--- config.mk ---
export PLATFORM = sky130hd
export DESIGN_NAME = pcm_float_int_sample_converter_core_flat
export DESIGN_NICKNAME = d
export VERILOG_FILES = /design/src/sv/pfisc_pkg.sv /design/src/sv/pfisc_stream_if.sv /design/src/sv/pfisc_s16_to_float.sv /design/src/sv/pfisc_float_to_int.sv /design/src/sv/pcm_float_int_sample_converter_core.sv /design/src/flat_wrapper.sv
export SDC_FILE = /design/constraint.sdc
export NUM_CORES = 1
export LEC_CHECK = 0
export ABC_AREA = 1
export BUFFER_PORTS_ARGS = -buffer_cell sky130_fd_sc_hd__buf_2
export CORE_AREA = 2 2 254 256
export CTS_CLUSTER_SIZE = 24
export DETAILED_ROUTE_END_ITERATION = 7
export DIE_AREA = 0 0 256 258
export PLACE_DENSITY = 0.65
export SLEW_MARGIN = 25
export SYNTH_ARGS = -nofsm -noshare
export SYNTH_HDL_FRONTEND = slang
export SYNTH_HIERARCHICAL = 1
export SYNTH_SLANG_ARGS = --single-unit
--- constraint.sdc ---
create_clock -name clk -period 36 [get_ports clk]
set_clock_uncertainty 0.2 [all_clocks]
set_input_delay 5.4 -clock clk [delete_from_list [all_inputs] [get_ports clk]]
set_output_delay 5.4 -clock clk [all_outputs]
set_load 0.02 [all_outputs]
--- src/sv/pfisc_pkg.sv ---
`default_nettype none
// ----------------------------------------------------------------------------
// PCM sample converter package
// Opcodes, widths and scale constants shared by the converter modules.
// ----------------------------------------------------------------------------
package pfisc_pkg;

  localparam int OpWidth     = 2;
  localparam int SampleWidth = 32;
  localparam int S24Shift    = 8;

  typedef enum logic [OpWidth-1:0] {
    OP_S16_TO_F32 = 2'd0,
    OP_F32_TO_S24 = 2'd1,
    OP_F32_TO_S16 = 2'd2,
    OP_UNUSED     = 2'd3
  } op_t;

  // Scale values as normalized 24-bit mantissas with the hidden bit set:
  // 8388607 = 0xfffffe * 2^-1 (exponent 22), 32767 = 0xfffe00 * 2^-9
  // (exponent 14).
  localparam logic [23:0] Scale24 = 24'hfffffe;
  localparam logic [23:0] Scale16 = 24'hfffe00;
  localparam logic [24:0] Lim24   = 25'd8388607;
  localparam logic [24:0] Lim16   = 25'd32767;

  typedef struct packed {
    op_t                    op;
    logic [SampleWidth-1:0] bits;
  } item_t;

endpackage : pfisc_pkg
`default_nettype wire

--- src/sv/pfisc_stream_if.sv ---
`default_nettype none
// ----------------------------------------------------------------------------
// Valid/ready stream interface
// Carries one payload per item with a source and a sink side.
// ----------------------------------------------------------------------------
interface pfisc_stream_if #(
  parameter int Width = 32
);
  logic             valid;
  logic             ready;
  logic [Width-1:0] data;

  modport source (output valid, output data, input ready);
  modport sink   (input valid, input data, output ready);
endinterface : pfisc_stream_if
`default_nettype wire

--- src/sv/pfisc_s16_to_float.sv ---
`default_nettype none
// ----------------------------------------------------------------------------
// s16 to float
// Exact conversion of a signed 16-bit sample to single times 1/32768.
// ----------------------------------------------------------------------------
module pfisc_s16_to_float
  import pfisc_pkg::*;
(
  input  wire logic [15:0] sample,
  output logic      [31:0] result
);
  logic        sgn;
  logic [15:0] mag;
  logic [3:0]  msb;
  logic [15:0] norm;
  logic [7:0]  expo;

  always_comb begin
    sgn  = sample[15];
    mag  = sgn ? (16'd0 - sample) : sample;
    msb  = 4'd0;
    for (int i = 0; i < 16; i++) begin
      if (mag[i]) msb = 4'(i);
    end
    norm = mag << (4'd15 - msb);
    // Value is mag * 2^-15, so exponent is msb - 15 + 127.
    expo = 8'd112 + {4'd0, msb};
    if (mag == 16'd0) result = 32'd0;
    else              result = {sgn, expo, norm[14:0], 8'd0};
  end
endmodule : pfisc_s16_to_float
`default_nettype wire

--- src/sv/pfisc_float_to_int.sv ---
`default_nettype none
// ----------------------------------------------------------------------------
// float to clamped integer
// Scales a single by the limit with single rounding, clamps (NaN to the
// negative limit) and rounds half to even.
// ----------------------------------------------------------------------------
module pfisc_float_to_int
  import pfisc_pkg::*;
(
  input  wire logic [31:0] x,
  input  wire logic        wide,
  output logic      [24:0] value
);
  logic        sgn;
  logic [7:0]  e;
  logic [23:0] m;
  logic [23:0] sc;
  logic [24:0] lim;
  logic [47:0] prod;
  logic        top;
  logic [23:0] pm;
  logic        rb, st;
  logic [24:0] pmr;
  int          pe;
  logic [23:0] ym;
  int          ye;
  logic        big;
  logic [24:0] ip;
  logic        h, s2;
  logic [47:0] frac;
  logic [24:0] mag;
  int          sh;

  always_comb begin
    sgn  = x[31];
    e    = x[30:23];
    m    = (e == 8'd0) ? {1'b0, x[22:0]} : {1'b1, x[22:0]};
    sc   = wide ? Scale24 : Scale16;
    lim  = wide ? Lim24 : Lim16;
    prod = m * sc;
    top  = prod[47];
    // Normalize the product of 24-bit mantissas and round to 24 bits.
    pm   = top ? prod[47:24] : prod[46:23];
    rb   = top ? prod[23] : prod[22];
    st   = top ? (|prod[22:0]) : (|prod[21:0]);
    pmr  = {1'b0, pm} + {24'd0, rb & (st | pm[0])};
    pe   = (e == 8'd0) ? -126 : (int'(e) - 127);
    pe   = pe + (wide ? 22 : 14) + (top ? 1 : 0);
    if (pmr[24]) begin
      ym = pmr[24:1];
      pe = pe + 1;
    end else begin
      ym = pmr[23:0];
    end
    ye   = pe - 23;
    // Lower exponents of nonzero products stay far below one.
    big  = (e == 8'hff) || (ye > 0) || (ym == 24'd0 ? 1'b0 : (pe >= 24));
    ip   = 25'd0;
    h    = 1'b0;
    s2   = 1'b0;
    frac = 48'd0;
    sh   = 0;
    if (ye >= 0) begin
      ip = {1'b0, ym};
    end else if (ye > -25) begin
      sh   = -ye;
      frac = {ym, 24'd0} >> sh;
      ip   = {1'b0, frac[47:24]};
      h    = frac[23];
      s2   = |frac[22:0];
    end else if (ye == -25) begin
      h  = 1'b0;
      s2 = ym != 24'd0;
    end else begin
      s2 = ym != 24'd0;
    end
    mag = ip + {24'd0, h & (s2 | ip[0])};
    if (e == 8'hff && x[22:0] != 23'd0) value = 25'd0 - lim;
    else if (big || mag > lim)           value = sgn ? (25'd0 - lim) : lim;
    else                                 value = sgn ? (25'd0 - mag) : mag;
  end
endmodule : pfisc_float_to_int
`default_nettype wire

--- src/sv/pcm_float_int_sample_converter_core.sv ---
`default_nettype none
// ----------------------------------------------------------------------------
// PCM float/int sample converter core
// Pipeline: an accepted item is held in the input register, and its result is then registered in the result register.
// Throughput: one item per cycle while the output accepts; the input register and the result
// register each advance whenever the next stage is free.
// Reset: synchronous on rst, clears the valid flags; the data registers are not reset.
// ----------------------------------------------------------------------------
module pcm_float_int_sample_converter_core
  import pfisc_pkg::*;
(
  input wire logic       clk,
  input wire logic       rst,
  pfisc_stream_if.sink   in_ch,
  pfisc_stream_if.source out_ch
);
  item_t       item;
  logic        item_valid;
  logic [31:0] result;
  logic        result_valid;
  logic        adv;
  logic [31:0] f_res;
  logic [24:0] i_val;
  logic [31:0] result_next;

  assign adv          = !result_valid || out_ch.ready;
  assign in_ch.ready  = !item_valid || adv;
  assign out_ch.valid = result_valid;
  assign out_ch.data  = result;

  pfisc_s16_to_float u_s2f (.sample(item.bits[15:0]), .result(f_res));
  pfisc_float_to_int u_f2i (
    .x(item.bits), .wide(item.op == OP_F32_TO_S24), .value(i_val)
  );

  always_comb begin
    unique case (item.op)
      OP_S16_TO_F32: result_next = f_res;
      OP_F32_TO_S24: result_next = {i_val[23:0], 8'd0};
      OP_F32_TO_S16: result_next = {{7{i_val[24]}}, i_val};
      default:       result_next = 32'd0;
    endcase
  end

  always_ff @(posedge clk) begin
    if (rst) begin
      item_valid   <= 1'b0;
      result_valid <= 1'b0;
    end else begin
      if (in_ch.ready) item_valid <= in_ch.valid;
      if (adv)         result_valid <= item_valid;
    end
    if (in_ch.ready && in_ch.valid) begin
      item.op   <= op_t'(in_ch.data[33:32]);
      item.bits <= in_ch.data[31:0];
    end
    if (adv && item_valid) result <= result_next;
  end
endmodule : pcm_float_int_sample_converter_core
`default_nettype wire

--- src/flat_wrapper.sv ---
// flat-port wrapper written by rule: the top's interface ports become plain ports
module pcm_float_int_sample_converter_core_flat import pfisc_pkg::*;
  (clk, rst, in_ch_valid, in_ch_data, in_ch_ready, out_ch_valid, out_ch_data, out_ch_ready);
  pfisc_stream_if #(.Width($bits(item_t))) in_ch_i ();
  pfisc_stream_if #(.Width(SampleWidth)) out_ch_i ();
  input wire logic clk;
  input wire logic rst;
  input wire logic [$bits(in_ch_i.valid)-1:0] in_ch_valid;
  input wire logic [$bits(in_ch_i.data)-1:0] in_ch_data;
  output wire logic [$bits(in_ch_i.ready)-1:0] in_ch_ready;
  output wire logic [$bits(out_ch_i.valid)-1:0] out_ch_valid;
  output wire logic [$bits(out_ch_i.data)-1:0] out_ch_data;
  input wire logic [$bits(out_ch_i.ready)-1:0] out_ch_ready;
  assign in_ch_i.valid = in_ch_valid;
  assign in_ch_i.data = in_ch_data;
  assign in_ch_ready = in_ch_i.ready;
  assign out_ch_valid = out_ch_i.valid;
  assign out_ch_data = out_ch_i.data;
  assign out_ch_i.ready = out_ch_ready;
  pcm_float_int_sample_converter_core u_core (.clk(clk), .rst(rst), .in_ch(in_ch_i), .out_ch(out_ch_i));
endmodule
# Word level (Yosys, flattened, before mapping)
# Cells that the tools add are included.
totals:
  reg_bits: 68
  input_bits: 38
  output_inout_bits: 34
  wordCells: 92
classes:
  addsub: 13
  mul: 1
  order_cmp: 5
  n_eq_ne: 3
  n_shift: 2
  muxes: 40
  bitwise_logic: 4
  n_reduce_logical: 19
ops:
  columns: ["cell", "n"]
  rows:
  - ["$mux 24", 5]
  - ["$mux 25", 4]
  - ["$mux 32", 3]
  - ["$pmux 32 s3", 1]
  - ["$mux 4", 14]
  - ["$mul 24x24->48", 1]
  - ["$shr 48x32->48", 1]
  - ["$reduce_or 23->1", 2]
  - ["$add 32x2->32", 1]
  - ["$add 32x2->32 const B", 1]
  - ["$add 32x6->32", 1]
  - ["$ge 32x1->1 const B", 1]
  - ["$ge 32x6->1 const B", 1]
  - ["$gt 32x1->1 const B", 1]
  - ["$gt 32x6->1 const B", 1]
  - ["$neg 32->32", 1]
  - ["$sub 32x6->32 const B", 1]
  - ["$add 24x1->25", 1]
  - ["$add 25x1->25", 1]
  - ["$gt 25x23->1", 1]
  - ["$sub 1x25->25 const A", 1]
  - ["$logic_not 24->1", 1]
  - ["$reduce_bool 24->1", 1]
  - ["$sub 1x23->24 const A", 1]
  - ["23 further kinds", 40]

# Logic depth before layout (Yosys ltp)
# Gate-level depths: netlist of the first run.
logic_depth:
  word_depth: 23
  mapped_depth: 112
  mapped_depth_nobuf: 106

# Hierarchy
# Netlist of the first run, hierarchy kept.
by_module_without_submodules:
  columns: ["mod", "instances", "cells_each", "area_per_inst_um2", "seq_area_each_um2"]
  rows:
  - ["pfisc_float_to_int", 1, 4170, 25443.2, 0.0]
  - ["pcm_float_int_sample_converter_core", 1, 208, 2732.6, 2021.9]
  - ["pfisc_s16_to_float", 1, 272, 1411.4, 0.0]

# Worst setup path after synthesis of the first run
# OpenSTA, ideal clock, no wires.
synth_path:
  kind: "register to register"
  startpoint: "register u_core/item[33] (netlist bit)"
  endpoint: "register u_core.result[17], in the netlist u_core/out_ch.data[17], data pin"
  setup_time_ns: 0.259
  t_arrival_ns: 14.073
  t_required_ns: 35.541
  setup_slack_ns: 21.468
  path_stages_with_launch: 98
  n_path_buf: 9
  period_less_slack_ns: 14.532
  cell_sequence: "edfxtp_1 -> buf_6 -> buf_2 -> nor2_1 -> clkbuf_1 -> clkbuf_1 -> nand2_1 -> inv_1 -> fa_1 -> fa_1 -> fa_1 -> inv_1 -> fa_1 -> inv_1 -> fa_1 -> fa_1 -> inv_1 -> fa_1 -> (+62 left out) -> nand2_1 -> nor2_1 -> nand3_1 -> nand2_1 -> inv_1 -> ha_1 -> nand4_1 -> nor4_1 -> nand3_1 -> nor2_1 -> nand3_1 -> nand2_2 -> nand2_4 -> buf_4 -> nor2_1 -> nor2_4 -> nand3_1 -> nand3_1"
synth_via:
  elab_chain_len: 23
  elab_cells_between_ends: 52
  classes_between: "add/sub: 9; mul: 1; order compare: 5; eq/ne: 2; shift: 1; mux: 21; bitwise: 4; reduce/logical: 9"
synth_lines:
  columns: ["element", "line_no", "rtl"]
  rows:
  - ["start: declaration", "pcm_float_int_sample_converter_core.sv:17", "item_t item;"]
  - ["$eq 2x1->1 *", "pcm_float_int_sample_converter_core.sv:33", ".x(item.bits), .wide(item.op == OP_F32_TO_S24), .value(i_val)"]
  - ["branches (longest 19 deep; another with $mul 24x24->48)", null, null]
  - ["$mux 25 *", "pfisc_float_to_int.sv:79", "else if (big || mag > lim) value = sgn ? (25'd0 - lim) : lim;"]
  - ["$mux 25 *", "pfisc_float_to_int.sv:78", "if (e == 8'hff && x[22:0] != 23'd0) value = 25'd0 - lim;"]
  - ["net u_core.i_val[9]", "pcm_float_int_sample_converter_core.sv:23", "logic [24:0] i_val;"]
  - ["$pmux 32 s3 *", "pcm_float_int_sample_converter_core.sv:37", "unique case (item.op)"]
  - ["net u_core.result_next[17]", "pcm_float_int_sample_converter_core.sv:24", "logic [31:0] result_next;"]
  - ["end signal: assignment", "pcm_float_int_sample_converter_core.sv:57", "if (adv && item_valid) result <= result_next;"]
  - ["end: declaration", "pcm_float_int_sample_converter_core.sv:19", "logic [31:0] result;"]
# Mark *: on every way through the listed nets, which the timed path passes.
# A chain may end at the register's enable or synchronous reset.

# Worst setup path after layout of the first run
layout_path:
  startpoint: "register u_core/item[32] (netlist bit)"
  endpoint: "register u_core.result[24], in the netlist u_core/out_ch.data[24], data pin"
layout_via:
  elab_chain_len: 23
  elab_cells_between_ends: 52
  classes_between: "add/sub: 9; mul: 1; order compare: 5; eq/ne: 2; shift: 1; mux: 21; bitwise: 4; reduce/logical: 9"
layout_lines:
  columns: ["element", "line_no"]
  rows:
  - ["$eq 2x1->1 *", "pcm_float_int_sample_converter_core.sv:33"]
  - ["branches (longest 20 deep; another with $mul 24x24->48)", null]
  - ["$mux 25 *", "pfisc_float_to_int.sv:78"]
  - ["net u_core.i_val[24]", "pcm_float_int_sample_converter_core.sv:23"]
  - ["$pmux 32 s3 *", "pcm_float_int_sample_converter_core.sv:37"]
  - ["net u_core.result_next[24]", "pcm_float_int_sample_converter_core.sv:24"]
# Marked as above.

==> results.ini, run 1 <==
[clock_network]
cts_tree = built
root_buffer = clkbuf_16
path_clk_slew_ps = 60
clk_path_buf_depth = 2
cts_max_level = 3
cts_buffers = 9
cts-resized-gates = 0
clock_latency_ps = 410
hold_buffers = 0
post_cts_buffers = 0
cts_sinks = 68

[detailed_routing]
first_iter_violations = 2413
drt.antenna.violating_nets = 0
wirelength_um = 90000
dr.pass1.iters = 8
drc = 0
vias = 28800
routed_via_density = 5.24
wire_per_inst_um = 16.4

[setup_path]
crit_type = reg -> reg
crit_buf_inv = 12
cp.depth = 82
cp_common_cell = nand2_1
end_kind = flip-flop
worst-r2r-setup-slack_ps = 18380
crit_family = simple AND/OR/NAND/NOR gates
critPathLaunchType = flip-flop
crit_end = u_core/out_ch.data[24]
cp_slowest_stage_delay_ps = 640
cp.required_ps = 36030
r2r_cells = 82
critPathMaxFanout = 53
cp_data_arrival_time_ps = 17650
r2r-end = u_core/out_ch.data[24]
critPathSlowestCell = ha_1
cp-startpoint = u_core/item[32]
worstReg2RegStart = u_core/item[32]

[global_route]
grt_pass1_wl_um = 147000
grt-ovfl-total = 0
antenna_found_initial = 0
track_usage_pct = 27.7
grt_max_degree = 54
grt_pass1_vias = 28000

[cells_and_area]
final_area_um2 = 30700
final_util_pct = 48.2
final_cell_mix = nand2_1 (1,607), inv_1 (838), nand3_1 (410)
fillers = 6832
layout.nets = 5222
multiInputGateArea_um2 = 23400
regArea_um2 = 2020
synthToLayoutAreaGrowth_pct = 3.67
layout-drive-gt1-share_pct = 7.52
num_antenna_cells = 0
final_common_cell = nand2_1

[timing]
setup_ws_ps = 18380
hold_violations = 0
max_slew_margin_pct = 33.0
worst_pin_slew_ps = 1000
fin_tns_setup_ps = 0
fin_crit_sh_pct = 48.9
finalCriticalPeriod_ps = 17620
rsz0062_at_grt = no
setup_viol = 0
slew_viol_final = 0
timing.fmax_ghz = 0.0568

[synthesis]
avgSynthCellArea_um2 = 6.36
synth_cell_type_count = 67
synth_async_sr_flop_share_pct = 0
synth_top_family_by_area = simple AND/OR/NAND/NOR gates
synth_mux_area_share_pct = 0
synthXorXnorAreaFrac_pct = 2.56
syn_inst = 4650
ys_seq_area_share_pct = 6.83
synth_edf_count = 66
ys_warn_count = 6
yosys.area_share.adder_pct = 31.5
synth-simple-area-share_pct = 41.3
synth_ff_type = edfxtp_1
ys_ff_latch = 68
synth_compound_area_share_pct = 3.65
syn_area_um2 = 29600

[floorplanning]
io_pins = 72
num_rows = 93
dieWidth_um = 256
die_area_um2 = 66000
core_um2 = 63600
start_util_pct = 46.5
die-height_um = 258

[run_status]
status = finished clean

[place]
dp_slack_ps = 18420
gp_congestion = 0.976
hpwl_um = 76200
place_area_um2 = 30400
io_buffers = 71

[hold_path]
hold_class = reg -> reg

[job]
max-cap-violations = 0

cell type report:
| type | count | share of cell area [%] |
|---|---|---|
| timing repair buffer | 91 | 1.71 |
| clock buffer | 9 | 0.734 |
| inverter | 893 | 10.9 |
| tap | 855 | 3.49 |
| clock inverter | 7 | 0.167 |
| sequential | 68 | 6.59 |
| multi-input combinational | 3573 | 76.4 |
cell usage after synthesis, drive strengths merged, types with 2 or more instances:
| cell type | number | share of area, % |
|---|---|---|
| buf | 95 | 2.4 |
| nor3 | 35 | 0.65 |
| or2 | 6 | 0.13 |
| o211ai | 3 | 0.076 |
| nand2 | 1678 | 22 |
| a31oi | 5 | 0.11 |
| nor2 | 409 | 6.3 |
| nor4 | 20 | 0.47 |
| edfxtp | 66 | 6.7 |
| dfxtp | 2 | 0.14 |
| clkinv | 7 | 0.089 |
| nand3b | 17 | 0.47 |
| a211oi | 3 | 0.076 |
| a21oi | 59 | 1.1 |
| xor2 | 63 | 2.0 |
| a21o | 3 | 0.076 |
| and2 | 5 | 0.11 |
| clkbuf | 29 | 0.37 |
| xnor2 | 18 | 0.58 |
| o21ai | 98 | 1.7 |
| ha | 219 | 9.3 |
| and3 | 2 | 0.042 |
| nand4 | 144 | 3.4 |
| o21a | 2 | 0.051 |
| o31ai | 4 | 0.10 |
| nand3 | 425 | 7.5 |
| o21bai | 9 | 0.24 |
| fa | 329 | 22 |
| inv | 886 | 11 |
flip-flops by register name (all words and copies together), names as in the netlist:
name	cells
u_core/item	34
u_core/out_ch.data	32
u_core/item_valid	1
u_core/out_ch.valid	1
worst min path at each step:
stage / start / endpoint / cells after the start
floorplan: u_core/item_valid / u_core/out_ch.valid / 2
global placement: u_core/item_valid / u_core/out_ch.valid / 2
detailed placement: u_core/item_valid / u_core/out_ch.valid / 2
CTS: u_core/item_valid / u_core/out_ch.valid / 2
global route: u_core/item_valid / u_core/out_ch.valid / 2
finish: u_core/item_valid / u_core/out_ch.valid / 2
logic make-up after synthesis:
family,Yosys count
flops,68
xor+xnor,81
fa+ha+maj,548
buf+inv,1018
other cells,1
compound gates,190
simple gates,2744
per-stage QoR:
step | instances | hold slack (ps)
finish | 5496 | 287
global route | 5496 | 332
CTS | 5495 | 290
detailed placement | 5479 | 279
global placement | 5478 | 278
floorplan | 4659 | 245
layer usage:
layer / vias up / track usage (%) / wire, um / share of wire (%)
li1: 14300 / - / - / -
met1: 13300 / 36.8 / 39300 / 44
met2: 990 / 45.8 / 40800 / 45
met3: 162 / 4.94 / 6850 / 7.6
met4: 0 / 9.08 / 2990 / 3.3
met5: - / 0 / 0 / 0
worst min-delay path, stage by stage (launching register included):
cell and delay [ps]:
dfxtp_1 310, inv_1 80, a21oi_1 60
Power of run 1 is left out: the tool's default activity adds up to more than one toggle a clock period on the data nets, which glitch-free logic cannot reach.
==> run 2, diff against run 1 <==
PLACE_DENSITY = 0.67   (was 0.65)
clock period = 15.2 ns   (was 36 ns; I/O delays follow)
==> results.ini, run 2 (synthesis gave the netlist of run 1 again) <==
[clock_network]
clk_path_buf_depth = 2
cts_max_level = 3
cts_buffers = 9
cts_tree = built
path_clk_slew_ps = 80
clock_latency_ps = 390
cts_sinks = 68
root_buffer = clkbuf_16

[global_route]
grt_pass1_vias = 28400
grt_pass1_wl_um = 148000
antenna_found_initial = 2
track_usage_pct = 27.9
grt_max_degree = 49
grt-ovfl-total = 0

[detailed_routing]
routed_via_density = 5.21
drc = 0
vias = 29600
wire_per_inst_um = 16.4
dr.pass1.iters = 7
wirelength_um = 93100
drt.antenna.violating_nets = 0
first_iter_violations = 2583

[timing]
max_slew_margin_pct = 18.0
setup_viol = 0
fin_tns_setup_ps = 0
worst_pin_slew_ps = 1230
hold_violations = 0
fin_crit_sh_pct = 95.6
timing.fmax_ghz = 0.0688
slew_viol_final = 0
hold_ws_ps = 296
finalCriticalPeriod_ps = 14530

[setup_path]
cp_common_cell = nand2_1
cp.depth = 93
cp_data_arrival_time_ps = 14570
critPathLaunchType = flip-flop
crit_type = reg -> reg
cp_slowest_stage_delay_ps = 560
critPathSlowestCell = fa_1
r2r_cells = 93
critPathMaxFanout = 17
crit_buf_inv = 19
crit_family = simple AND/OR/NAND/NOR gates
end_kind = flip-flop
cp.required_ps = 15240

[place]
place_area_um2 = 31200
io_buffers = 71
hpwl_um = 77600
gp_congestion = 0.997

[floorplanning]
dieWidth_um = 256
die_area_um2 = 66000
io_pins = 72
core_um2 = 63600
start_util_pct = 46.5
num_rows = 93
die-height_um = 258

[cells_and_area]
regMostFlops = u_core/item
final_area_um2 = 33500
final_cell_mix = nand2_1 (1,524), inv_1 (809), nand3_1 (397)
final_util_pct = 52.6
fillers = 6525
layout.nets = 5415
layout-drive-gt1-share_pct = 16.3
synthToLayoutAreaGrowth_pct = 13.2
largest_reg_flops = 34
num_antenna_cells = 0
final_common_cell = nand2_1

[hold_path]
hold_class = reg -> reg
hold_depth = 2

[job]
max-cap-violations = 0

[run_status]
status = finished clean

[run 2: per-layer routing]
layer  track usage (%)  share of wire (%)
met3              3.48                7.0
met4              6.87                2.3
met2              47.5                 47
met5                 0              0.016
met1              37.6                 43
[run 2: cell type report]
cell class                 instances  area (um2)  area share (%)
timing repair inverter             1        6.26          0.0187
tap                              855        1070            3.19
sequential                        68        2020            6.04
inverter                         893        3370            10.1
multi-input combinational       3574       24600            73.4
clock buffer                       9         225           0.672
timing repair buffer             282        2140            6.38
clock inverter                     7        81.3           0.243
[run 2: repair_timing]
action | CTS | global route
cloned | 0 | 7
gates resized for setup | 19 | 323
pin swaps | 3 | 107
buffers inserted | 6 | 80
hold buffers | 0 | 0
endpoints found under the setup margin | 32 | 32
[run 2: final timing paths]
check | endpoint | from | slack, ps
max | u_core/out_ch.data[16] | u_core/item[32] | 670
min | u_core/out_ch.valid | u_core/item_valid | 300
max reg2reg | u_core/out_ch.data[16] | u_core/item[32] | 670
min reg2reg | u_core/out_ch.valid | u_core/item_valid | 300
[run 2: metrics by stage]
step	setup WS [ps]	cells
2_1_floorplan	668	4659
6_report	669	5689
3_5_place_dp	-372	5579
3_3_place_gp	-339	5579
4_1_cts	18.4	5601
5_1_grt	-181	5689
[run 2: worst min-delay path, stage by stage, from the launching register on]
cell and delay [ps]:
dfxtp_1 310, inv_1 80, a21oi_1 70
Power of run 2 is left out for the same reason.
